--- config.mk ---
export PLATFORM = sky130hd
export DESIGN_NAME = aphcm_ctrl
export DESIGN_NICKNAME = d
export VERILOG_FILES = /design/src/sv/aphcm_pkg.sv /design/src/sv/aphcm_ctrl.sv
export VERILOG_INCLUDE_DIRS = /design/src /design/src/sv
export SDC_FILE = /design/constraint.sdc
export NUM_CORES = 1
export LEC_CHECK = 0
export BUFFER_PORTS_ARGS = -buffer_cell sky130_fd_sc_hd__buf_2
export CORE_AREA = 5 5 42 44
export DETAILED_ROUTE_END_ITERATION = 12
export DIE_AREA = 0 0 47 49
export PLACE_DENSITY_LB_ADDON = 0.1
export REMOVE_ABC_BUFFERS = 1
export SLEW_MARGIN = 20
export SYNTH_ARGS = -nofsm -noshare
export SYNTH_HDL_FRONTEND = slang
export SYNTH_SLANG_ARGS = --single-unit
--- constraint.sdc ---
create_clock -name i_clk -period 2.5 [get_ports i_clk]
set_input_delay 0.375 -clock i_clk [delete_from_list [all_inputs] [get_ports i_clk]]
set_output_delay 0.375 -clock i_clk [all_outputs]
set_load 0.02 [all_outputs]
--- src/sv/assert_macros.svh ---
// Assertion macros shared by the mapper RTL.
// Every user provides i_clk and the active-low synchronous reset i_rst_n.
`ifndef ASSERT_MACROS_SVH
`define ASSERT_MACROS_SVH

// Check a property on every clock edge outside reset.
`define APHCM_ASSERT(NAME, PROP, MSG) \
    NAME: assert property (@(posedge i_clk) disable iff (!i_rst_n) PROP) \
        else $error(MSG);

// Check a property on every clock edge, reset included.
`define APHCM_ASSERT_ALL(NAME, PROP, MSG) \
    NAME: assert property (@(posedge i_clk) PROP) \
        else $error(MSG);

`endif

--- src/sv/aphcm_pkg.sv ---
// Shared types, constants and the hue-to-color table for the peak color mapper.
// No dependencies; every mapper module imports it.
package aphcm_pkg;

    // Field and port widths
    localparam int PEAK_W      = 16;
    localparam int HUE_W       = 9;
    localparam int LVL_W       = 16;
    localparam int GAIN_W      = 16;
    localparam int CHAN_W      = 8;
    localparam int CFG_ADDR_W  = 3;
    localparam int CFG_DATA_W  = 16;
    localparam int IN_TDATA_W  = 32;
    localparam int OUT_TDATA_W = 64;
    localparam int FRAC_BITS   = 12;

    // Pipeline stage positions
    localparam int NUM_STAGES = 7;
    localparam int ST_GAIN_A  = 0;
    localparam int ST_GAIN_B  = 1;
    localparam int ST_SCALE   = 2;
    localparam int ST_ROUND   = 3;
    localparam int ST_LEVEL   = 4;
    localparam int ST_MIX     = 5;
    localparam int ST_OUT     = 6;

    // Hue geometry
    localparam int HUE_FULL  = 360;
    localparam int HUE_STEPS = 90;
    localparam int REM_W     = 7;

    // Color channel positions
    localparam int CH_RED   = 0;
    localparam int CH_GREEN = 1;
    localparam int CH_BLUE  = 2;

    // Divide by 510 through a reciprocal: exact for dividends below 2^24
    localparam int MIX_Y_W     = 24;
    localparam int MIX_RECIP_W = 25;
    localparam int MIX_SHIFT   = 33;
    localparam logic [MIX_RECIP_W-1:0] MIX_RECIP =
        MIX_RECIP_W'(((64'd1 << MIX_SHIFT) + 64'd509) / 64'd510);

    // Trig constants used only while building the table
    localparam longint unsigned RAD_PER_DEG_Q30 = 64'd18740330;
    localparam longint          TRIG_ONE        = 64'sd16384;
    localparam longint          CH_DIV          = 64'sd16384000;

    typedef enum logic [CFG_ADDR_W-1:0] {
        CFG_PEAK_MIN      = 3'd0,
        CFG_PEAK_MAX      = 3'd1,
        CFG_MATERIAL_GAIN = 3'd2,
        CFG_GLOBAL_GAIN   = 3'd3,
        CFG_COLOR_MODE    = 3'd4
    } t_cfg_reg;

    typedef enum logic [2:0] {
        MODE_NONE  = 3'd0,
        MODE_HUE_A = 3'd1,
        MODE_HUE_B = 3'd2,
        MODE_RED   = 3'd3,
        MODE_GREEN = 3'd4,
        MODE_BLUE  = 3'd5
    } t_color_mode;

    typedef struct packed {
        logic signed [LVL_W-1:0]  peak_min;
        logic signed [LVL_W-1:0]  peak_max;
        logic        [GAIN_W-1:0] material_gain;
        logic        [GAIN_W-1:0] global_gain;
        t_color_mode              color_mode;
    } t_cfg;

    localparam t_cfg CFG_RESET = '{
        peak_min:      '0,
        peak_max:      LVL_W'(1 << FRAC_BITS),
        material_gain: GAIN_W'(256),
        global_gain:   GAIN_W'(256),
        color_mode:    MODE_NONE
    };

    // Per-stage load enables and valid bits
    typedef struct packed {
        logic [NUM_STAGES-1:0] adv;
        logic [NUM_STAGES-1:0] vld;
    } t_pipe_ctl;

    typedef logic [CHAN_W-1:0] t_chan;
    typedef t_chan [2:0] t_rgb;
    typedef t_rgb [3:0] t_hue_row;
    typedef t_hue_row [0:HUE_STEPS-1] t_hue_tbl;

    // Q14 sine of whole degrees 0..90, Q30 Taylor series to x^9
    function automatic int sin_q14(input int unsigned d);
        longint unsigned x;
        longint unsigned x2;
        longint unsigned t;
        longint          sum;
        x   = longint'(d) * RAD_PER_DEG_Q30;
        x2  = (x * x) >> 30;
        t   = x;
        sum = longint'(x);
        t   = ((t * x2) >> 30) / 6;
        sum = sum - longint'(t);
        t   = ((t * x2) >> 30) / 20;
        sum = sum + longint'(t);
        t   = ((t * x2) >> 30) / 42;
        sum = sum - longint'(t);
        t   = ((t * x2) >> 30) / 72;
        sum = sum + longint'(t);
        if (sum < 0) begin
            sum = 0;
        end
        return int'(($unsigned(sum) + 64'd32768) >> 16);
    endfunction

    // One rotated channel, truncated and saturated to 0..255
    function automatic t_chan chan_val(input int a, input int b, input int c,
                                       input int cs, input int sn);
        longint num;
        longint q;
        num = 255 * (longint'(a) * TRIG_ONE + longint'(b) * cs + longint'(c) * sn);
        if (num <= 0) begin
            return '0;
        end
        q = num / CH_DIV;
        return (q > 255) ? t_chan'(255) : t_chan'(q);
    endfunction

    // Rotated red, green and blue for every remainder and quadrant
    function automatic t_hue_tbl build_hue_tbl();
        t_hue_tbl tbl;
        int       sa;
        int       sb;
        int       sn;
        int       cs;
        for (int r = 0; r < HUE_STEPS; r++) begin
            sa = sin_q14(r);
            sb = sin_q14(HUE_STEPS - r);
            for (int q = 0; q < 4; q++) begin
                unique case (q)
                    0:       begin sn = sa;  cs = sb;  end
                    1:       begin sn = sb;  cs = -sa; end
                    2:       begin sn = -sa; cs = -sb; end
                    default: begin sn = -sb; cs = sa;  end
                endcase
                tbl[r][q][CH_RED]   = chan_val(299, 701, 168, cs, sn);
                tbl[r][q][CH_GREEN] = chan_val(299, -299, -328, cs, sn);
                tbl[r][q][CH_BLUE]  = chan_val(299, -300, 1250, cs, sn);
            end
        end
        return tbl;
    endfunction

    localparam t_hue_tbl HUE_TBL = build_hue_tbl();

endpackage

--- src/sv/aphcm_ctrl.sv ---
// Pipeline flow control for the mapper: per-stage valid bits and load enables.
// Depends on aphcm_pkg and assert_macros.svh.
`include "assert_macros.svh"

module aphcm_ctrl
    import aphcm_pkg::*;
(
    input  logic      i_clk,
    input  logic      i_rst_n,
    input  logic      i_in_valid,
    output logic      o_in_ready,
    output logic      o_out_valid,
    input  logic      i_out_ready,
    output t_pipe_ctl o_ctl
);

    logic [NUM_STAGES-1:0] r_vld;
    logic [NUM_STAGES-1:0] n_vld;
    logic [NUM_STAGES-1:0] w_rdy;
    logic [NUM_STAGES-1:0] w_adv;

    // Ripple ready backward so bubbles collapse; advance each stage that has room
    always_comb begin
        w_rdy[NUM_STAGES-1] = !r_vld[NUM_STAGES-1] || i_out_ready;
        for (int k = NUM_STAGES - 2; k >= 0; k--) begin
            w_rdy[k] = !r_vld[k] || w_rdy[k+1];
        end
        w_adv[0] = w_rdy[0] && i_in_valid;
        n_vld[0] = w_rdy[0] ? i_in_valid : r_vld[0];
        for (int k = 1; k < NUM_STAGES; k++) begin
            w_adv[k] = w_rdy[k] && r_vld[k-1];
            n_vld[k] = w_rdy[k] ? r_vld[k-1] : r_vld[k];
        end
    end

    // Hold the valid bits
    always_ff @(posedge i_clk) begin
        if (!i_rst_n) begin
            r_vld <= '0;
        end else begin
            r_vld <= n_vld;
        end
    end

    assign o_in_ready  = w_rdy[0];
    assign o_out_valid = r_vld[NUM_STAGES-1];
    assign o_ctl.adv   = w_adv;
    assign o_ctl.vld   = r_vld;

    `APHCM_ASSERT_ALL(a_rst_clears, !i_rst_n |=> (r_vld == '0), "pipe not empty after reset")
    `APHCM_ASSERT(a_item_count, $past(i_rst_n) |-> ($countones(r_vld) == $countones($past(r_vld)) + $past(i_in_valid && w_rdy[0]) - $past(r_vld[ST_OUT] && i_out_ready)), "beat lost or duplicated in pipe")
    `APHCM_ASSERT(a_out_from_pipe, $rose(r_vld[ST_OUT]) |-> $past(r_vld[ST_MIX]), "output valid without a feeding stage")

endmodule

==> key figures <==
STA
  • Endpoints failing hold: 0
  • Fmax: 555 MHz
  • Max Slew Vio Count: 0
  • Finish-stage setup viols: 0
  • Worst slew pin tran: 0.235 ns
  • WHS: ~0.41 ns
  • Final setup margin: around 0.70 ns
  • TNS Setup: 0 ns
  • Unrepaired setup endpoints after global routing: no
  • Post-route clock period utilization: 72.1%
  • Clock skew: roughly 0.0025 ns
  • Max-slew headroom: ~84%
  • Clock period minus worst slack: roughly 1.8 ns

Flow run
  • MaxCap Viol Count: 0

Cells and area
  • Max FFs per register: 7
  • Ant. Diodes: 0
  • Biggest registers after layout: r_vld: 7 flops
  • Syn-to-layout area delta: 41.3%
  • Share of layout cells above drive strength 1: between 40% and 50%
  • Final Core Density: between 30% and 40%
  • NumNets Final: ~60
  • Most flop-heavy register: r_vld
  • Filler cell count in the final layout: roughly 160

Clock tree
  • CTS buffer count: 3
  • Clock Sinks: 7
  • Root Buffer: clkbuf_4
  • # Post-CTS Setup Buffers: 0
  • Clock-pin slew on the worst setup and hold paths: 0.05 ns
  • Resize count post-CTS: 0
  • Worst-Skew Late Latency: roughly 0.25 ns
  • Clk buf depth: 2
  • CTS tree: yes
  • # hold bufs at CTS: 0
  • Htree depth: 1

Worst setup path
  • Worst setup startpoint: r_vld[5]
  • Worst reg2reg startpoint: r_vld[5]
  • CP Max Fanout: 6
  • Path type of the worst setup path: reg2out
  • Startpoint Class: flip-flop
  • Crit. End Element: output port
  • Reg2reg path depth: 3
  • Worst EP arrival: 1.43 ns
  • CP Data Required Time: 2.12 ns

Floorplanning
  • Effective utilization at floorplan: between 20% and 30%
  • DIE AREA: 2300 sq um
  • Row cnt: 14
  • Die X: 47 um
  • Core Area: between 1000 and 1500 sq um
  • Overall die height: between 40 and 50 um
  • Boundary pin count: 20

Global routing
  • Wire length of the first global-routing pass: roughly 1200 um
  • Initial antenna violation count: 0
  • Pin count of the biggest net entering global routing: 9
  • Number of global-route vias before repair: between 300 and 400
  • Grt ovf: 0
  • Gr usage total: ~7.4%

Drt
  • Routed vias/inst: ~4.4
  • DRC: 0
  • Initial DRC count: 3
  • Vias post-DR: between 300 and 400
  • Post-Route WL: 812 um
  • Drt wl/cell: approximately 11 um
  • Drt pass-1 iters: 2
  • Routed Antenna Nets: 0

Worst hold path
  • Min-Delay Path Class: in2reg
  • Hold_sp: i_rst_n
  • Hold path depth: 2

Pwr
  • Leakage: around 0.00022 uW
  • VDD IR max: 227 uV
  • Pwr/cell area: about 530 nW/um^2

Yosys
  • Top cells by area, synth: dfxtp_1, nor2b_1, o21a_1
  • Yosys warns: 0
  • Register area share after synthesis: between 40% and 50%
  • Post-Syn Instances: 34
  • Synth cell types: 19
  • Mean Syn Cell Area: 9.53 sq um
  • Share of Yosys cell area claimed by the top area cell type: a little over two fifths
  • Mapped cell area: between 300 and 400 sq um
  • Flops & latches, synth: 7
  • Area leader, netlist: dfxtp_1

Place
  • IO buf count: 19
  • Place WS: approximately 0.82 ns
  • GPL Wtd Cong: about 0.66
  • DP HPWL: between 600 and 700 um

Outcome
  • Status: finished, final reports clean
path summary, 6_finish.rpt:
check | slack, ns | to
worst min-delay path | 0.41 | r_vld[6]
worst max-delay path | 0.70 | o_ctl[7]
worst min register to register | 0.56 | r_vld[5]
worst max register to register | 1.41 | r_vld[2]
synthesized netlist by cell type:
cell,count
nand4b_1,1
inv_1,1
dfxtp_1,7
and2_1,2
nor2b_1,6
a21boi_0,1
and4b_4,1
o21ai_0,1
buf_4,1
and3_4,1
a21boi_1,1
o21a_1,4
nand3_1,1
a41oi_1,1
nand4_1,1
a21oi_1,1
nor2_1,1
a31oi_1,1
nand2_1,1
per-layer routing:
layer / global-route usage, % / up-vias / routed length (um)
li1: - / 164 / -
met4: 5.53 / 0 / 0
met2: 9.28 / 16 / 302
met3: 2.21 / 0 / 100
met5: 0 / - / 0
met1: 10.2 / 137 / 409
logic make-up (layout without fill, tap and decap cells):
group / Yosys count / after routing / share of synthesized area (%)
AO/OA/AOI/OAI: 10 / 10 / 21.6
flip-flops: 7 / 7 / 43.2
buffers and inverters: 2 / 24 / 3.47
AND/OR/NAND/NOR: 15 / 15 / 31.7
final cells by class:
cell class | count | area, sq um | area share, %
timing repair buffer | 19 | 95.1 | 20.8
multi-input combinational | 25 | 173 | 37.7
sequential | 7 | 140 | 30.6
clock buffer | 4 | 26.3 | 5.74
tap | 16 | 20.0 | 4.37
inverter | 1 | 3.75 | 0.820
stage by stage:
stage / instances / power [uW] / cell area, sq um
after floorplan: 33 / 133 / 317
after global routing: 72 / 256 / 458
after detailed placement: 68 / 144 / 432
after CTS: 72 / 249 / 458
after global placement: 68 / 145 / 432
final: 72 / 244 / 458
worst max-delay path: stages, from the launching register on:
cell and delay (ns):
dfxtp_1 0.41, and4b_4 0.30, and3_4 0.22, a31oi_1 0.08, buf_2 0.17
placed cells by master, fill, tap and decap left out:
cell type,instances
and3_4,1
and4b_4,1
dfxtp_1,7
o21ai_0,1
nand2_1,1
buf_2,19
a41oi_1,1
o21a_1,4
nand4_1,1
a21oi_1,1
nor2b_1,6
nor2_1,1
a21boi_0,1
a31oi_1,1
a21boi_1,1
clkbuf_4,3
inv_1,1
nand3_1,1
and2_1,2
nand4b_1,1
clkbuf_1,1
report_power, final:
group	switching, uW	internal (uW)
logic	13.7	9.81
clock network	41.6	60.9
registers	3.98	114
Note: power is estimated with default switching activity, not from simulation.
