## config.mk

```make
export PLATFORM = sky130hd
export DESIGN_NAME = aphcm_level
export DESIGN_NICKNAME = d
export VERILOG_FILES = /design/src/sv/aphcm_pkg.sv /design/src/sv/aphcm_level.sv
export VERILOG_INCLUDE_DIRS = /design/src /design/src/sv
export SDC_FILE = /design/constraint.sdc
export NUM_CORES = 2
export LEC_CHECK = 0
export ABC_AREA = 1
export BUFFER_PORTS_ARGS = -buffer_cell sky130_fd_sc_hd__buf_2
export CORE_ASPECT_RATIO = 0.9
export CORE_UTILIZATION = 57
export CTS_BUF_LIST = sky130_fd_sc_hd__clkbuf_4 sky130_fd_sc_hd__clkbuf_8
export DETAILED_ROUTE_END_ITERATION = 7
export HOLD_SLACK_MARGIN = 0.03
export PLACE_DENSITY = 0.71
export SETUP_SLACK_MARGIN = 0.4
export SLEW_MARGIN = 10
export SYNTH_ARGS = -nofsm -noshare
export SYNTH_HDL_FRONTEND = slang
export SYNTH_SLANG_ARGS = --single-unit
```

## constraint.sdc

```tcl
create_clock -name i_clk -period 10.6 [get_ports i_clk]
set_input_delay 1.06 -clock i_clk [delete_from_list [all_inputs] [get_ports i_clk]]
set_output_delay 1.06 -clock i_clk [all_outputs]
set_load 0.1 [all_outputs]
```

## src/sv/assert_macros.svh

```systemverilog
// Assertion macros shared by the mapper RTL.
// Every user provides i_clk and the active-low synchronous reset i_rst_n.
`ifndef ASSERT_MACROS_SVH
`define ASSERT_MACROS_SVH

// Check a property on every clock edge outside reset.
`define APHCM_ASSERT(NAME, PROP, MSG) \
    NAME: assert property (@(posedge i_clk) disable iff (!i_rst_n) PROP) \
        else $error(MSG);

// Check a property on every clock edge, reset included.
`define APHCM_ASSERT_ALL(NAME, PROP, MSG) \
    NAME: assert property (@(posedge i_clk) PROP) \
        else $error(MSG);

`endif

```

## src/sv/aphcm_pkg.sv

```systemverilog
// Shared types, constants and the hue-to-color table for the peak color mapper.
// No dependencies; every mapper module imports it.
package aphcm_pkg;

    // Field and port widths
    localparam int PEAK_W      = 16;
    localparam int HUE_W       = 9;
    localparam int LVL_W       = 16;
    localparam int GAIN_W      = 16;
    localparam int CHAN_W      = 8;
    localparam int CFG_ADDR_W  = 3;
    localparam int CFG_DATA_W  = 16;
    localparam int IN_TDATA_W  = 32;
    localparam int OUT_TDATA_W = 64;
    localparam int FRAC_BITS   = 12;

    // Pipeline stage positions
    localparam int NUM_STAGES = 7;
    localparam int ST_GAIN_A  = 0;
    localparam int ST_GAIN_B  = 1;
    localparam int ST_SCALE   = 2;
    localparam int ST_ROUND   = 3;
    localparam int ST_LEVEL   = 4;
    localparam int ST_MIX     = 5;
    localparam int ST_OUT     = 6;

    // Hue geometry
    localparam int HUE_FULL  = 360;
    localparam int HUE_STEPS = 90;
    localparam int REM_W     = 7;

    // Color channel positions
    localparam int CH_RED   = 0;
    localparam int CH_GREEN = 1;
    localparam int CH_BLUE  = 2;

    // Divide by 510 through a reciprocal: exact for dividends below 2^24
    localparam int MIX_Y_W     = 24;
    localparam int MIX_RECIP_W = 25;
    localparam int MIX_SHIFT   = 33;
    localparam logic [MIX_RECIP_W-1:0] MIX_RECIP =
        MIX_RECIP_W'(((64'd1 << MIX_SHIFT) + 64'd509) / 64'd510);

    // Trig constants used only while building the table
    localparam longint unsigned RAD_PER_DEG_Q30 = 64'd18740330;
    localparam longint          TRIG_ONE        = 64'sd16384;
    localparam longint          CH_DIV          = 64'sd16384000;

    typedef enum logic [CFG_ADDR_W-1:0] {
        CFG_PEAK_MIN      = 3'd0,
        CFG_PEAK_MAX      = 3'd1,
        CFG_MATERIAL_GAIN = 3'd2,
        CFG_GLOBAL_GAIN   = 3'd3,
        CFG_COLOR_MODE    = 3'd4
    } t_cfg_reg;

    typedef enum logic [2:0] {
        MODE_NONE  = 3'd0,
        MODE_HUE_A = 3'd1,
        MODE_HUE_B = 3'd2,
        MODE_RED   = 3'd3,
        MODE_GREEN = 3'd4,
        MODE_BLUE  = 3'd5
    } t_color_mode;

    typedef struct packed {
        logic signed [LVL_W-1:0]  peak_min;
        logic signed [LVL_W-1:0]  peak_max;
        logic        [GAIN_W-1:0] material_gain;
        logic        [GAIN_W-1:0] global_gain;
        t_color_mode              color_mode;
    } t_cfg;

    localparam t_cfg CFG_RESET = '{
        peak_min:      '0,
        peak_max:      LVL_W'(1 << FRAC_BITS),
        material_gain: GAIN_W'(256),
        global_gain:   GAIN_W'(256),
        color_mode:    MODE_NONE
    };

    // Per-stage load enables and valid bits
    typedef struct packed {
        logic [NUM_STAGES-1:0] adv;
        logic [NUM_STAGES-1:0] vld;
    } t_pipe_ctl;

    typedef logic [CHAN_W-1:0] t_chan;
    typedef t_chan [2:0] t_rgb;
    typedef t_rgb [3:0] t_hue_row;
    typedef t_hue_row [0:HUE_STEPS-1] t_hue_tbl;

    // Q14 sine of whole degrees 0..90, Q30 Taylor series to x^9
    function automatic int sin_q14(input int unsigned d);
        longint unsigned x;
        longint unsigned x2;
        longint unsigned t;
        longint          sum;
        x   = longint'(d) * RAD_PER_DEG_Q30;
        x2  = (x * x) >> 30;
        t   = x;
        sum = longint'(x);
        t   = ((t * x2) >> 30) / 6;
        sum = sum - longint'(t);
        t   = ((t * x2) >> 30) / 20;
        sum = sum + longint'(t);
        t   = ((t * x2) >> 30) / 42;
        sum = sum - longint'(t);
        t   = ((t * x2) >> 30) / 72;
        sum = sum + longint'(t);
        if (sum < 0) begin
            sum = 0;
        end
        return int'(($unsigned(sum) + 64'd32768) >> 16);
    endfunction

    // One rotated channel, truncated and saturated to 0..255
    function automatic t_chan chan_val(input int a, input int b, input int c,
                                       input int cs, input int sn);
        longint num;
        longint q;
        num = 255 * (longint'(a) * TRIG_ONE + longint'(b) * cs + longint'(c) * sn);
        if (num <= 0) begin
            return '0;
        end
        q = num / CH_DIV;
        return (q > 255) ? t_chan'(255) : t_chan'(q);
    endfunction

    // Rotated red, green and blue for every remainder and quadrant
    function automatic t_hue_tbl build_hue_tbl();
        t_hue_tbl tbl;
        int       sa;
        int       sb;
        int       sn;
        int       cs;
        for (int r = 0; r < HUE_STEPS; r++) begin
            sa = sin_q14(r);
            sb = sin_q14(HUE_STEPS - r);
            for (int q = 0; q < 4; q++) begin
                unique case (q)
                    0:       begin sn = sa;  cs = sb;  end
                    1:       begin sn = sb;  cs = -sa; end
                    2:       begin sn = -sa; cs = -sb; end
                    default: begin sn = -sb; cs = sa;  end
                endcase
                tbl[r][q][CH_RED]   = chan_val(299, 701, 168, cs, sn);
                tbl[r][q][CH_GREEN] = chan_val(299, -299, -328, cs, sn);
                tbl[r][q][CH_BLUE]  = chan_val(299, -300, 1250, cs, sn);
            end
        end
        return tbl;
    endfunction

    localparam t_hue_tbl HUE_TBL = build_hue_tbl();

endpackage

```

## src/sv/aphcm_level.sv

```systemverilog
// Level path: apply both gains, scale into the range, round and clamp.
// Depends on aphcm_pkg and assert_macros.svh.
`include "assert_macros.svh"

module aphcm_level
    import aphcm_pkg::*;
(
    input  logic                    i_clk,
    input  logic                    i_rst_n,
    input  t_pipe_ctl               i_ctl,
    input  t_cfg                    i_cfg,
    input  logic [PEAK_W-1:0]       i_peak_level,
    output logic signed [LVL_W-1:0] o_level
);

    logic        [2*GAIN_W-1:0]           r_p1;
    logic        [PEAK_W+2*GAIN_W-1:0]    w_gprod;
    logic        [2*GAIN_W-1:0]           r_g;
    logic signed [LVL_W:0]                w_range;
    logic signed [2*GAIN_W+LVL_W+1:0]     r_prod;
    logic        [2*GAIN_W+LVL_W+1:0]     w_mag;
    logic        [2*GAIN_W+LVL_W+1:0]     w_rnd;
    logic        [2*GAIN_W+1:0]           w_term_mag;
    logic signed [2*GAIN_W+2:0]           r_term;
    logic signed [2*GAIN_W+3:0]           w_val;
    logic signed [2*GAIN_W+3:0]           w_min_x;
    logic signed [2*GAIN_W+3:0]           w_max_x;
    logic signed [LVL_W-1:0]              r_level;
    logic signed [LVL_W-1:0]              w_lo_bound;
    logic signed [LVL_W-1:0]              w_hi_bound;

    // Peak times global gain
    always_ff @(posedge i_clk) begin
        if (i_ctl.adv[ST_GAIN_A]) begin
            r_p1 <= i_peak_level * i_cfg.global_gain;
        end
    end

    // Times material gain, drop sixteen fraction bits
    assign w_gprod = r_p1 * i_cfg.material_gain;

    always_ff @(posedge i_clk) begin
        if (i_ctl.adv[ST_GAIN_B]) begin
            r_g <= w_gprod[PEAK_W +: 2*GAIN_W];
        end
    end

    // Scale the gain by the signed output range
    assign w_range = {i_cfg.peak_max[LVL_W-1], i_cfg.peak_max}
                   - {i_cfg.peak_min[LVL_W-1], i_cfg.peak_min};

    always_ff @(posedge i_clk) begin
        if (i_ctl.adv[ST_SCALE]) begin
            r_prod <= $signed({1'b0, r_g}) * w_range;
        end
    end

    // Round the magnitude half away from zero, restore the sign
    assign w_mag      = r_prod[$high(r_prod)] ? $unsigned(-r_prod) : $unsigned(r_prod);
    assign w_rnd      = w_mag + ($bits(w_mag))'(32768);
    assign w_term_mag = w_rnd[$high(w_rnd):16];

    always_ff @(posedge i_clk) begin
        if (i_ctl.adv[ST_ROUND]) begin
            r_term <= r_prod[$high(r_prod)] ? -$signed({1'b0, w_term_mag})
                                            : $signed({1'b0, w_term_mag});
        end
    end

    // Offset by the lower bound, clamp against the upper bound first
    always_comb begin
        w_min_x = {{(2*GAIN_W+4-LVL_W){i_cfg.peak_min[LVL_W-1]}}, i_cfg.peak_min};
        w_max_x = {{(2*GAIN_W+4-LVL_W){i_cfg.peak_max[LVL_W-1]}}, i_cfg.peak_max};
        w_val   = {r_term[$high(r_term)], r_term} + w_min_x;
    end

    always_ff @(posedge i_clk) begin
        if (i_ctl.adv[ST_LEVEL]) begin
            priority if (w_val > w_max_x) begin
                r_level <= i_cfg.peak_max;
            end else if (w_val < w_min_x) begin
                r_level <= i_cfg.peak_min;
            end else begin
                r_level <= w_val[LVL_W-1:0];
            end
        end
    end

    assign o_level = r_level;

    // Lowest and highest level the clamp can give; a reversed range swaps the bounds
    assign w_lo_bound = (i_cfg.peak_max >= i_cfg.peak_min) ? i_cfg.peak_min : i_cfg.peak_max;
    assign w_hi_bound = (i_cfg.peak_max >= i_cfg.peak_min) ? i_cfg.peak_max : i_cfg.peak_min;

    `APHCM_ASSERT(a_level_bounded, $past(i_ctl.adv[ST_LEVEL]) |-> ((r_level >= $past(w_lo_bound)) && (r_level <= $past(w_hi_bound))), "level outside clamp bounds")

endmodule

```

==> flow_summary.json <==
{
  "run_status": "completed",
  "r2r_start": "r_p1[13]$_DFFE_PP_",
  "startpoint": "i_cfg[35]",
  "crit_path_max_incr_delay_ns": 0.57,
  "edff_count_synth": 165,
  "count_of_nets_after_finishing": 8680,
  "drc_errors": 0,
  "io_pins": 115,
  "ys_ff_latch": 165,
  "cp.buffers_inverters": 8,
  "post-place-ws_ns": 0.967,
  "critical_path_class": "primary input to flip-flop",
  "worst_path_dominant_cell_family": "adder cells",
  "final_layout_size_suffix_gt1_share_pct": 4.62,
  "initialDrtViolationCount": 3252,
  "syn_to_final_growth_pct": 2.94,
  "crit_path_top_delay_cell": "fa_1",
  "yosys-mux-area-fraction_pct": 0,
  "post-route-period-util_pct": 87.2,
  "timing.reg2reg.worst_path_depth": 21,
  "synth.cells.most_frequent": "1,787 x inv_1, 1,728 x nand2_1, 1,062 x fa_1, 502 x ha_1, 467 x nor2_1",
  "globalplace.congestion": 0.961,
  "max_cap_violations": 0,
  "cts-resized-gates": 0,
  "reg2reg_to": "r_g[28]$_DFFE_PP_",
  "worstSkewPairLatency_ns": 0.54,
  "cp-start-kind": "primary input",
  "clock_tree.buffer_depth": 2,
  "ys_warn_count": 0,
  "post_synth_instance_area_mm2": 0.0558,
  "netlist.area_leader.share_pct": 38.1,
  "cp.required_ns": 10.86,
  "min-delay-path-class": "flip-flop to flip-flop",
  "place.port_buffers": 101,
  "fraction_of_the_mapped_netlist_area_in_simple_logic_gates_pct": 19.4,
  "crit_end": "r_prod[49]$_DFFE_PP_",
  "crit_top_cell": "nand2_1",
  "synth_async_sr_flop_share_pct": 0,
  "count_of_buffers_added_by_post_cts_timing_repair_for_setup": 0,
  "worst_pin_slew_ns": 1.16,
  "detail_route.first_pass.iterations": 5,
  "die_h_um": 299,
  "cts_inserted_buffers": 17,
  "final_max_slew_viol_count": 0,
  "final_hold_viol_count": 0,
  "final_period_minus_worst_setup_slack_ns": 9.24,
  "grt-ovfl-total": 0,
  "syn-num-nets": 8798,
  "slew-limit-headroom_pct": 22.9,
  "pin_count_of_the_biggest_net_entering_global_routing": 69,
  "coreArea_mm2": 0.0968,
  "tritoncts": "done",
  "grt_util_all_layers_pct": 32.0,
  "timing.critical_path.arrival_ns": 9.51,
  "rows": 108,
  "synth_cell_types": 54,
  "first_global_vias": 47100,
  "avgViaCountPerCell": 5.48,
  "detailedPlacementHpwl_um": 125000,
  "finalSetupTns_ns": 0,
  "synth_top_family_by_area": "adder cells",
  "grt_setup_unrepaired": "false",
  "critical_path_cell_count": 42,
  "most_numerous_cell_in_the_yosys_netlist": "inv_1",
  "synth-seq-area-share_pct": 8.88,
  "synth_cells": 7135,
  "final.setup_skew_ns": 0.0269,
  "design.die.area_mm2": 0.0991,
  "htree_levels": 4,
  "final_setup_violation_count": 0,
  "synth-compound-area-share_pct": 5.65,
  "global_route_wire_length_before_repair_um": 250000,
  "max_freq_ghz": 0.108,
  "synth_ff_type": "edfxtp_1",
  "post_synth.cell_area_avg_um2": 7.82,
  "cts.hold.buffers_added": 0,
  "num_vias": 45400,
  "wl_per_cell_um": 18.4,
  "synth_top_cells_by_area": "fa_1 38%, inv_1 12%, nand2_1 12%",
  "cp-end-kind": "flip-flop",
  "synthAdderAreaFrac_pct": 49.4,
  "start_util_pct": 57.7,
  "antenna_found_initial": 1,
  "reg2reg_setup_slack_ns": 3.19,
  "synthXorXnorAreaFrac_pct": 2.68,
  "fin_util_pct": 59.4,
  "route.final.wire_length_um": 152000,
  "timing.critical_path.fanout_max": 23,
  "antenna_violating_nets_post_route": 0,
  "postLayoutSetupSlackWorst_ns": 1.36,
  "synth_area_leader_cell": "fa_1",
  "die-width_um": 332,
  "cts_num_sinks": 165,
  "clock-root-buffer": "clkbuf_8",
  "path_clk_slew_ns": 0.10,
  "min_delay_path_depth": 3
}
## worst min-delay path, cell delays in order (launching register included)
cell and delay [ns]:
edfxtp_1 0.37, ha_1 0.17, o211ai_1 0.10, o21ai_0 0.10
## cells by family after synthesis
kind of cell / after synthesis
AND/OR/NAND/NOR: 2595
buffers and inverters: 2084
adder cells (fa/ha/maj): 1564
AO/OA/AOI/OAI: 557
XOR/XNOR: 170
flip-flops: 165
## registers in the layout, indices dropped and copies added (netlist names)
register and count:
r_g 32, o_level 16, r_prod 50, r_term 35, r_p1 32
## cells in the final DEF, fill, tap and decap left out, types with 24 or more instances in the layout
cell type	count
inv_1	1787
nand2_1	1728
ha_1	502
a21oi_1	258
fa_1	1062
nand2_2	52
o211ai_1	25
a31oi_1	51
nor2_1	467
o21ai_0	127
xor2_1	105
nor3_1	24
nand3_1	163
buf_2	101
buf_4	32
edfxtp_1	165
xnor2_1	64
nand4_1	41
## how the worst min path moves through the flow
| stage | start | end | slack, ns |
|---|---|---|---|
| 2_1_floorplan | r_term[0]$_DFFE_PP_ | o_level[0]$_DFFE_PP_ | 0.69 |
| 4_1_cts | r_term[0]$_DFFE_PP_ | o_level[0]$_DFFE_PP_ | 0.85 |
| 3_5_place_dp | r_term[0]$_DFFE_PP_ | o_level[0]$_DFFE_PP_ | 0.83 |
| 5_1_grt | r_prod[15]$_DFFE_PP_ | r_term[0]$_DFFE_PP_ | 0.90 |
| 6_report | r_term[0]$_DFFE_PP_ | o_level[0]$_DFFE_PP_ | 0.85 |
| 3_3_place_gp | r_term[0]$_DFFE_PP_ | o_level[0]$_DFFE_PP_ | 0.83 |
## area by class of cell
class | instances | area [um^2]
Multi-Input combinational cell | 4886 | 43000
Fill cell | 8913 | 39300
Inverter | 1814 | 6810
Sequential cell | 165 | 4950
Tap cell | 1265 | 1580
Timing Repair Buffer | 133 | 746
Clock buffer | 18 | 241
Clock inverter | 14 | 101
Antenna cell | 1 | 2.50
## through the flow
stage | hold slack (ns) | cells | area, um^2
finish | 0.855 | 8296 | 57400
global route | 0.897 | 8296 | 57400
CTS | 0.855 | 8295 | 57400
detailed placement | 0.826 | 8263 | 57100
global placement | 0.830 | 8263 | 57100
floorplan | 0.686 | 7135 | 55800
## metal layers
| metal | GRT usage [%] | vias up | wire [um] |
|---|---|---|---|
| met3 | 5.57 | 299 | 13300 |
| met4 | 10.5 | 0 | 5140 |
| met2 | 52.2 | 1966 | 69800 |
| li1 | - | 20900 | - |
| met1 | 43.4 | 22300 | 64100 |
| met5 | 0 | - | 0 |
Power is not shown: default switching activity piles up to over one toggle a cycle in this logic, so the estimate is an artifact.
