**config.mk**
```make
export PLATFORM = sky130hd
export DESIGN_NAME = aphcm_mix
export DESIGN_NICKNAME = d
export VERILOG_FILES = /design/src/sv/aphcm_pkg.sv /design/src/sv/aphcm_mix.sv
export VERILOG_INCLUDE_DIRS = /design/src /design/src/sv
export SDC_FILE = /design/constraint.sdc
export NUM_CORES = 1
export LEC_CHECK = 0
export BUFFER_PORTS_ARGS = -buffer_cell sky130_fd_sc_hd__buf_2
export CAP_MARGIN = 10
export CORE_MARGIN = 8
export CORE_UTILIZATION = 47
export DETAILED_ROUTE_END_ITERATION = 12
export GPL_ROUTABILITY_DRIVEN = 0
export HOLD_SLACK_MARGIN = 0.06
export PLACE_DENSITY_LB_ADDON = 0.2
export SETUP_SLACK_MARGIN = 0.2
export SYNTH_ARGS = -nofsm -noshare
export SYNTH_HDL_FRONTEND = slang
export SYNTH_SLANG_ARGS = --single-unit
```
**constraint.sdc**
```tcl
create_clock -name i_clk -period 7.4 [get_ports i_clk]
set_input_delay 0.37 -clock i_clk [delete_from_list [all_inputs] [get_ports i_clk]]
set_output_delay 0.37 -clock i_clk [all_outputs]
set_load 0.05 [all_outputs]
```
**src/sv/assert_macros.svh**
```systemverilog
// Assertion macros shared by the mapper RTL.
// Every user provides i_clk and the active-low synchronous reset i_rst_n.
`ifndef ASSERT_MACROS_SVH
`define ASSERT_MACROS_SVH

// Check a property on every clock edge outside reset.
`define APHCM_ASSERT(NAME, PROP, MSG) \
    NAME: assert property (@(posedge i_clk) disable iff (!i_rst_n) PROP) \
        else $error(MSG);

// Check a property on every clock edge, reset included.
`define APHCM_ASSERT_ALL(NAME, PROP, MSG) \
    NAME: assert property (@(posedge i_clk) PROP) \
        else $error(MSG);

`endif

```
**src/sv/aphcm_pkg.sv**
```systemverilog
// Shared types, constants and the hue-to-color table for the peak color mapper.
// No dependencies; every mapper module imports it.
package aphcm_pkg;

    // Field and port widths
    localparam int PEAK_W      = 16;
    localparam int HUE_W       = 9;
    localparam int LVL_W       = 16;
    localparam int GAIN_W      = 16;
    localparam int CHAN_W      = 8;
    localparam int CFG_ADDR_W  = 3;
    localparam int CFG_DATA_W  = 16;
    localparam int IN_TDATA_W  = 32;
    localparam int OUT_TDATA_W = 64;
    localparam int FRAC_BITS   = 12;

    // Pipeline stage positions
    localparam int NUM_STAGES = 7;
    localparam int ST_GAIN_A  = 0;
    localparam int ST_GAIN_B  = 1;
    localparam int ST_SCALE   = 2;
    localparam int ST_ROUND   = 3;
    localparam int ST_LEVEL   = 4;
    localparam int ST_MIX     = 5;
    localparam int ST_OUT     = 6;

    // Hue geometry
    localparam int HUE_FULL  = 360;
    localparam int HUE_STEPS = 90;
    localparam int REM_W     = 7;

    // Color channel positions
    localparam int CH_RED   = 0;
    localparam int CH_GREEN = 1;
    localparam int CH_BLUE  = 2;

    // Divide by 510 through a reciprocal: exact for dividends below 2^24
    localparam int MIX_Y_W     = 24;
    localparam int MIX_RECIP_W = 25;
    localparam int MIX_SHIFT   = 33;
    localparam logic [MIX_RECIP_W-1:0] MIX_RECIP =
        MIX_RECIP_W'(((64'd1 << MIX_SHIFT) + 64'd509) / 64'd510);

    // Trig constants used only while building the table
    localparam longint unsigned RAD_PER_DEG_Q30 = 64'd18740330;
    localparam longint          TRIG_ONE        = 64'sd16384;
    localparam longint          CH_DIV          = 64'sd16384000;

    typedef enum logic [CFG_ADDR_W-1:0] {
        CFG_PEAK_MIN      = 3'd0,
        CFG_PEAK_MAX      = 3'd1,
        CFG_MATERIAL_GAIN = 3'd2,
        CFG_GLOBAL_GAIN   = 3'd3,
        CFG_COLOR_MODE    = 3'd4
    } t_cfg_reg;

    typedef enum logic [2:0] {
        MODE_NONE  = 3'd0,
        MODE_HUE_A = 3'd1,
        MODE_HUE_B = 3'd2,
        MODE_RED   = 3'd3,
        MODE_GREEN = 3'd4,
        MODE_BLUE  = 3'd5
    } t_color_mode;

    typedef struct packed {
        logic signed [LVL_W-1:0]  peak_min;
        logic signed [LVL_W-1:0]  peak_max;
        logic        [GAIN_W-1:0] material_gain;
        logic        [GAIN_W-1:0] global_gain;
        t_color_mode              color_mode;
    } t_cfg;

    localparam t_cfg CFG_RESET = '{
        peak_min:      '0,
        peak_max:      LVL_W'(1 << FRAC_BITS),
        material_gain: GAIN_W'(256),
        global_gain:   GAIN_W'(256),
        color_mode:    MODE_NONE
    };

    // Per-stage load enables and valid bits
    typedef struct packed {
        logic [NUM_STAGES-1:0] adv;
        logic [NUM_STAGES-1:0] vld;
    } t_pipe_ctl;

    typedef logic [CHAN_W-1:0] t_chan;
    typedef t_chan [2:0] t_rgb;
    typedef t_rgb [3:0] t_hue_row;
    typedef t_hue_row [0:HUE_STEPS-1] t_hue_tbl;

    // Q14 sine of whole degrees 0..90, Q30 Taylor series to x^9
    function automatic int sin_q14(input int unsigned d);
        longint unsigned x;
        longint unsigned x2;
        longint unsigned t;
        longint          sum;
        x   = longint'(d) * RAD_PER_DEG_Q30;
        x2  = (x * x) >> 30;
        t   = x;
        sum = longint'(x);
        t   = ((t * x2) >> 30) / 6;
        sum = sum - longint'(t);
        t   = ((t * x2) >> 30) / 20;
        sum = sum + longint'(t);
        t   = ((t * x2) >> 30) / 42;
        sum = sum - longint'(t);
        t   = ((t * x2) >> 30) / 72;
        sum = sum + longint'(t);
        if (sum < 0) begin
            sum = 0;
        end
        return int'(($unsigned(sum) + 64'd32768) >> 16);
    endfunction

    // One rotated channel, truncated and saturated to 0..255
    function automatic t_chan chan_val(input int a, input int b, input int c,
                                       input int cs, input int sn);
        longint num;
        longint q;
        num = 255 * (longint'(a) * TRIG_ONE + longint'(b) * cs + longint'(c) * sn);
        if (num <= 0) begin
            return '0;
        end
        q = num / CH_DIV;
        return (q > 255) ? t_chan'(255) : t_chan'(q);
    endfunction

    // Rotated red, green and blue for every remainder and quadrant
    function automatic t_hue_tbl build_hue_tbl();
        t_hue_tbl tbl;
        int       sa;
        int       sb;
        int       sn;
        int       cs;
        for (int r = 0; r < HUE_STEPS; r++) begin
            sa = sin_q14(r);
            sb = sin_q14(HUE_STEPS - r);
            for (int q = 0; q < 4; q++) begin
                unique case (q)
                    0:       begin sn = sa;  cs = sb;  end
                    1:       begin sn = sb;  cs = -sa; end
                    2:       begin sn = -sa; cs = -sb; end
                    default: begin sn = -sb; cs = sa;  end
                endcase
                tbl[r][q][CH_RED]   = chan_val(299, 701, 168, cs, sn);
                tbl[r][q][CH_GREEN] = chan_val(299, -299, -328, cs, sn);
                tbl[r][q][CH_BLUE]  = chan_val(299, -300, 1250, cs, sn);
            end
        end
        return tbl;
    endfunction

    localparam t_hue_tbl HUE_TBL = build_hue_tbl();

endpackage

```
**src/sv/aphcm_mix.sv**
```systemverilog
// Mix stage: scale each color channel by the level, divide by 255 with rounding.
// Depends on aphcm_pkg and assert_macros.svh.
`include "assert_macros.svh"

module aphcm_mix
    import aphcm_pkg::*;
(
    input  logic                    i_clk,
    input  logic                    i_rst_n,
    input  t_pipe_ctl               i_ctl,
    input  logic signed [LVL_W-1:0] i_level,
    input  t_rgb                    i_rgb,
    output logic signed [LVL_W-1:0] o_level,
    output logic signed [LVL_W-1:0] o_red,
    output logic signed [LVL_W-1:0] o_green,
    output logic signed [LVL_W-1:0] o_blue
);

    logic [LVL_W-1:0]                         w_abs;
    logic [2:0][MIX_Y_W-1:0]                  w_p;
    logic [2:0][MIX_Y_W-1:0]                  w_y;
    logic [2:0][MIX_Y_W-1:0]                  r_y;
    logic                                     r_neg;
    logic signed [LVL_W-1:0]                  r_lvl_mix;
    logic [2:0][MIX_Y_W+MIX_RECIP_W-1:0]      w_qp;
    logic [2:0][LVL_W-1:0]                    w_q;
    logic [2:0][LVL_W-1:0]                    r_out;
    logic signed [LVL_W-1:0]                  r_lvl_out;

    // Form 2*ch*|level| + 255 for each channel
    always_comb begin
        w_abs = i_level[LVL_W-1] ? LVL_W'(-i_level) : LVL_W'(i_level);
        for (int c = 0; c < 3; c++) begin
            w_p[c] = i_rgb[c] * w_abs;
            w_y[c] = {w_p[c][MIX_Y_W-2:0], 1'b0} + MIX_Y_W'(255);
        end
    end

    always_ff @(posedge i_clk) begin
        if (i_ctl.adv[ST_MIX]) begin
            r_y       <= w_y;
            r_neg     <= i_level[LVL_W-1];
            r_lvl_mix <= i_level;
        end
    end

    // Divide by 510 through the reciprocal, then restore the sign
    always_comb begin
        for (int c = 0; c < 3; c++) begin
            w_qp[c] = r_y[c] * MIX_RECIP;
            w_q[c]  = w_qp[c][MIX_SHIFT +: LVL_W];
        end
    end

    always_ff @(posedge i_clk) begin
        if (i_ctl.adv[ST_OUT]) begin
            for (int c = 0; c < 3; c++) begin
                r_out[c] <= r_neg ? LVL_W'(-w_q[c]) : w_q[c];
            end
            r_lvl_out <= r_lvl_mix;
        end
    end

    assign o_level = r_lvl_out;
    assign o_red   = r_out[CH_RED];
    assign o_green = r_out[CH_GREEN];
    assign o_blue  = r_out[CH_BLUE];

    `APHCM_ASSERT(a_zero_level_dark, (i_ctl.vld[ST_OUT] && (r_lvl_out == '0)) |-> (r_out == '0), "color nonzero at zero level")

endmodule

```
==> impl_results.md, run 1 <==
* Status: completed
* Number of global-route vias before repair at 24,017
* Buf/Inv on CP at 4
* Initial antenna violation count at 8
* TritonCTS clock tree: built
* Most frequent cells in the layout: 637 x ha_1, 541 x inv_1, 297 x fa_1
* Cell taking the most area after synthesis: ha_1
* Top_reg_cell synth: edfxtp_1
* First-pass GRT wire length at 120,000 um
* Number of cell rows at 93
* Hold-fix buffer count after cts at 0
* Largest cells by area after synthesis: ha_1 26%, fa_1 20%, edfxtp_1 15%, inv_1 6.7%, nor2b_1 4.7%
* Worst EP arrival at 6980 ps
* Crit path top cell by count: fa_1
* CP peak stage delay at 600 ps
* Largest buffer count on any clock path at 2
* Hold Crit Class: in2reg
* Worst path required time at 7620 ps
* CP endpoint kind: register
* Die height at 270 um
* Final Instance Area at 32,700 um^2
* Mapped Nets at 4,234
* YS warnings at 0
* Clk_skew at 13.4 ps
* Die Area at 73,000 um^2
* Final net count at 4,310
* Post-CTS Setup Bufs at 0
* #FFs+latches synth at 149
* Worst setup margin at 641 ps
* H-tree depth at 4
* Fin. max-slew vios at 0
* DRC at 0
* Max FO, Critical Path at 6
* Fin util at 0.509
* Detailed Routing Iterations Pass 1 at 5
* Die Span X at 270 um
* Filler cells at 5,953
* GRT Resource Usage Total at 0.198
* Initial core utilization at 0.473
* Congestion Overflow GR at 0
* Pre-CTS setup slack at 90.5 ps
* Clock sinks at 149
* Dpl cell area at 32,100 um^2
* Via Count at 22,843
* Ys async rst share at 0
* Area Overhead vs Synth at 7.69%
* Clk pin slew, worst setup/hold paths at 70 ps
* Tcrit/Tclk final at 0.913
* Synth top area share at 0.262
* Core box area at 64,200 um^2
* Fmax at 0.148 GHz
* Synth Cell Area at 30,400 um^2
* Startpoint types: input port
* Setup-failing EPs final at 0
* Root Driver: clkbuf_16
* Endpoints failing hold at 0
* TritonCTS Buffers at 17
* RSZ-0062 raised after global routing: no
* Vias/cell at 5.45
* HPWL after DPL at 59,100 um
* # port buffers at 106
* Commonest non-fill, non-tap cell in the layout: ha_1
* Largest net degree at the start of global routing at 65
* Drt total wl at 71,200 um
* ANT nets after route at 0
* DR iter-0 viols at 1,075
* # IOs at 120
* Sequential area share after synthesis at 0.147
* WL per Instance at 17.0 um
* Post-synth EDFFs at 149
* Tmin final at 6760 ps
* Share of cells above drive strength 1 at 0.0648
* TNS Setup at 0 ps
* Mean area per synthesized cell at 9.36 um^2
* Slowest CP cell: or4_1
* Crit path max-delay family: adder cells
* Slew HR at 0.277
* MaxCap Viol Count at 0
* Slew @ Worst Pin at 1080 ps
* Worst-Skew Late Latency at 480 ps
* Setup CP Type: in2reg
* Synth Instances at 3,244
* Netlist cell types at 87
-- synth_stat cells, types with 10 or more instances --
library cell    n
a21o_1         54
nor2b_1       229
nand3_1        48
o31a_1         10
o21ai_0        86
o21bai_1       17
inv_1         541
and2_1        120
nand4_1        33
edfxtp_1      149
nand2b_1       38
ha_1          637
nor4_1         12
o31ai_1        18
clkbuf_1       78
nand2_1       170
a21oi_1       123
or2_2          12
a31oi_1        20
o21a_1         16
a211oi_1       22
nor2_1         98
or3_1          10
o211ai_1       15
and3_1         23
xor2_1         62
xnor2_1       139
nor3_1         37
fa_1          297
-- registers in the layout (all words and copies together), names as in the netlist --
name	cells
o_red	16
r_lvl_mix	15
o_level	16
r_y	69
o_blue	16
o_green	16
r_neg	1
-- layer usage --
| layer | track usage | part of all wire | wire [um] | vias up |
|---|---|---|---|---|
| li1 | - | - | - | 11072 |
| met1 | 0.256 | 0.46 | 32700 | 11218 |
| met2 | 0.340 | 0.48 | 33900 | 456 |
| met3 | 0.0303 | 0.045 | 3210 | 91 |
| met4 | 0.0576 | 0.019 | 1390 | 6 |
| met5 | 0 | 0.00058 | 41 | - |
-- kinds of logic after synthesis --
group / after synthesis / share of synthesized area
compound gates: 461 / 0.100
xor+xnor: 202 / 0.0585
fa+ha+maj: 934 / 0.458
buf+inv: 622 / 0.0769
flops: 149 / 0.147
mux: 9 / 0.00301
simple gates: 867 / 0.156
-- path summary, 6_finish.rpt --
| path | startpoint | endpoint | slack (ps) | cells after the start |
|---|---|---|---|---|
| worst max-delay path | i_level[4] | r_y[47]$_DFFE_PP_ | 640 | 27 |
| worst min register to register | r_lvl_mix[0]$_DFFE_PP_ | o_level[0]$_DFFE_PP_ | 420 | 0 |
| worst max register to register | r_y[23]$_DFFE_PP_ | o_red[14]$_DFFE_PP_ | 1180 | 17 |
| worst min-delay path | i_level[1] | r_lvl_mix[1]$_DFFE_PP_ | 120 | 1 |
-- area by class of cell --
| cell class | count | area, um^2 | share of cell area |
|---|---|---|---|
| inverters | 542 | 2030 | 0.0622 |
| clock inverters | 13 | 138 | 0.00421 |
| repair buffers | 137 | 878 | 0.0269 |
| flip-flops and latches | 149 | 4470 | 0.137 |
| well taps | 855 | 1070 | 0.0327 |
| multi-input cells | 2473 | 23700 | 0.724 |
| diodes | 4 | 10.0 | 0.000306 |
| clock buffers | 19 | 433 | 0.0132 |
-- stage by stage --
stage / hold WS (ps) / instances
2_1_floorplan: 400 / 3244
3_3_place_gp: 407 / 4156
3_5_place_dp: 412 / 4156
4_1_cts: 70.6 / 4188
5_1_grt: 95.6 / 4190
6_report: 124 / 4192
-- what timing repair did --
item / CTS / global route
gates resized for setup: 0 / 1
endpoints found under the hold margin: 0 / 0
setup endpoints to repair: 0 / 2
Power of run 1 is left out: the tool's default activity adds up to more than one toggle a clock period on the data nets, which glitch-free logic cannot reach.
==> inputs of run 2 (changes only) <==
CORE_MARGIN = unset   (was 8)
CTS_BUF_LIST = sky130_fd_sc_hd__clkbuf_16   (was unset)
==> run 2 against run 1 <==
Net effect: fmax is 0.25% lower; final area is essentially flat; global-route usage is 2.1 points higher; worst hold slack got worse by 21 ps; die area decreased by 10%; clock skew is 2.4 ps lower; register-to-register slack improved by 20 ps; non-clock buffer count grew 3; critical path depth stayed put; first-iteration DRC count up 15%.
==> impl_results.md, run 2 (synthesis results as in run 1) <==
* Pre-CTS setup slack at -7.40 ps (was 90.5 ps)
* Status: completed (unchanged)
* Hold Startpoint: i_level[1] (unchanged)
* Hold Crit Class: in2reg (unchanged)
* Root Driver: clkbuf_16 (unchanged)
* Worst-Skew Late Latency at 480 ps (about the same)
* Congestion Overflow GR at 0 (unchanged)
* Startpoint types: input port (unchanged)
* Setup CP Type: in2reg (unchanged)
* Number of global-route vias before repair at 23,495 (was 24,017)
* DRC at 0 (unchanged)
* Endpoints failing hold at 0 (unchanged)
* Slowest CP cell: or4_1 (unchanged)
* H-tree depth at 4 (unchanged)
* GRT Resource Usage Total at 0.219 (was 0.198)
* DR iter-0 viols at 1,240 (was 1,075)
* CP endpoint kind: register (unchanged)
* Final net count at 4,313 (was 4,310)
* Area Overhead vs Synth at 7.63% (was 7.69%)
* Drt total wl at 69,700 um (was 71,200 um)
* MaxCap Viol Count at 0 (unchanged)
* Core box area at 63,400 um^2 (was 64,200 um^2)
* Fmax at 0.148 GHz (about the same)
* Share of cells above drive strength 1 at 0.0665 (was 0.0648)
* Max FO, Critical Path at 6 (unchanged)
* Clk_skew at 11.0 ps (was 13.4 ps)
* First-pass GRT wire length at 116,000 um (was 120,000 um)
* Commonest non-fill, non-tap cell in the layout: ha_1 (unchanged)
* Largest register FFs at 69 (unchanged)
* TritonCTS Buffers at 17 (unchanged)
* Crit path max-delay family: adder cells (unchanged)
* FF-to-FF Start: r_y[66]$_DFFE_PP_ (was r_y[23]$_DFFE_PP_)
* ANT nets after route at 0 (unchanged)
* Largest reg by FF count: r_y (unchanged)
* Fin. max-slew vios at 0 (unchanged)
* Vias/cell at 5.46 (was 5.45)
* Number of cell rows at 92 (was 93)
* Worst setup startpoint: i_level[4] (unchanged)
* Die Span X at 256 um (was 270 um)
* Clock sinks at 149 (unchanged)
* Tmin final at 6780 ps (was 6760 ps)
* # port buffers at 106 (unchanged)
* TNS Setup at 0 ps (unchanged)
* Reg2reg setup slack at 1200 ps (was 1180 ps)
* Tcrit/Tclk final at 0.916 (was 0.913)
* Die Area at 65,600 um^2 (was 73,000 um^2)
* Most frequent cells in the layout: 637 x ha_1, 541 x inv_1, 297 x fa_1 (unchanged)
* Via Count at 22,844 (was 22,843)
* Dpl cell area at 32,100 um^2 (about the same)
* CP peak stage delay at 620 ps (was 600 ps)
* Slew HR at 0.244 (was 0.277)
* Setup-failing EPs final at 0 (unchanged)
* Largest buffer count on any clock path at 2 (unchanged)
* Buf/Inv on CP at 4 (unchanged)
* Worst setup margin at 624 ps (was 641 ps)
* Worst EP arrival at 7010 ps (was 6980 ps)
* Final Instance Area at 32,700 um^2 (about the same)
* Slew @ Worst Pin at 1130 ps (was 1080 ps)
* # IOs at 120 (unchanged)
* Detailed Routing Iterations Pass 1 at 5 (unchanged)
* Clk pin slew, worst setup/hold paths at 70 ps (about the same)
* RSZ-0062 raised after global routing: no (unchanged)
* TritonCTS clock tree: built (unchanged)
* Initial core utilization at 0.479 (was 0.473)
* Worst path required time at 7640 ps (was 7620 ps)
* Initial antenna violation count at 8 (unchanged)
* Post-CTS Setup Bufs at 0 (unchanged)
* Crit path top cell by count: fa_1 (unchanged)
* HPWL after DPL at 57,600 um (was 59,100 um)
* Die height at 256 um (was 270 um)
* WL per Instance at 16.7 um (was 17.0 um)
* Largest net degree at the start of global routing at 65 (unchanged)
-- run 2: cell count changes in the layout (fill, tap and decap cells not counted), moves of 2 or more --
cell | before | now
buf_12 | 9 | 7
buf_4 | 23 | 28
clkbuf_1 | 2 | 0
diode_2 | 4 | 1
-- run 2: worst paths after layout --
| check | to | cells past startpoint |
|---|---|---|
| worst min register to register | o_level[7]$_DFFE_PP_ | 0 |
| worst max-delay path | r_y[47]$_DFFE_PP_ | 27 |
| worst min-delay path | r_lvl_mix[1]$_DFFE_PP_ | 1 |
| worst max register to register | o_blue[13]$_DFFE_PP_ | 19 |
-- run 2: per-stage QoR --
stage          hold slack, ps   util  std cells
3_3_place_gp              402  0.506       4150
2_1_floorplan             400      -       3244
6_report                  103  0.515       4183
5_1_grt                  78.6  0.515       4183
3_5_place_dp              405  0.506       4150
4_1_cts                  67.0  0.515       4182
-- run 2: cell type report --
| class | instances | area (um^2) |
|---|---|---|
| Antenna cell | 1 | 2.50 |
| Clock buffer | 17 | 425 |
| Clock inverter | 15 | 138 |
| Fill cell | 5832 | 30700 |
| Inverter | 542 | 2030 |
| Multi-Input combinational cell | 2473 | 23700 |
| Sequential cell | 149 | 4470 |
| Tap cell | 846 | 1060 |
| Timing Repair Buffer | 140 | 876 |
-- run 2: timing repair --
item / 4_1_cts / 5_1_grt
resized for setup: 0 / 3
endpoints found under the setup margin: 0 / 7
hold buffers: 0 / 0
-- run 2: layer usage --
layer	global-route usage	vias to the layer above	routed length [um]
met3	0.0367	79	3400
met1	0.286	11203	31900
met2	0.374	478	33200
met4	0.0561	12	1160
li1	-	11072	-
met5	0	-	80
Power of run 2 is left out for the same reason.
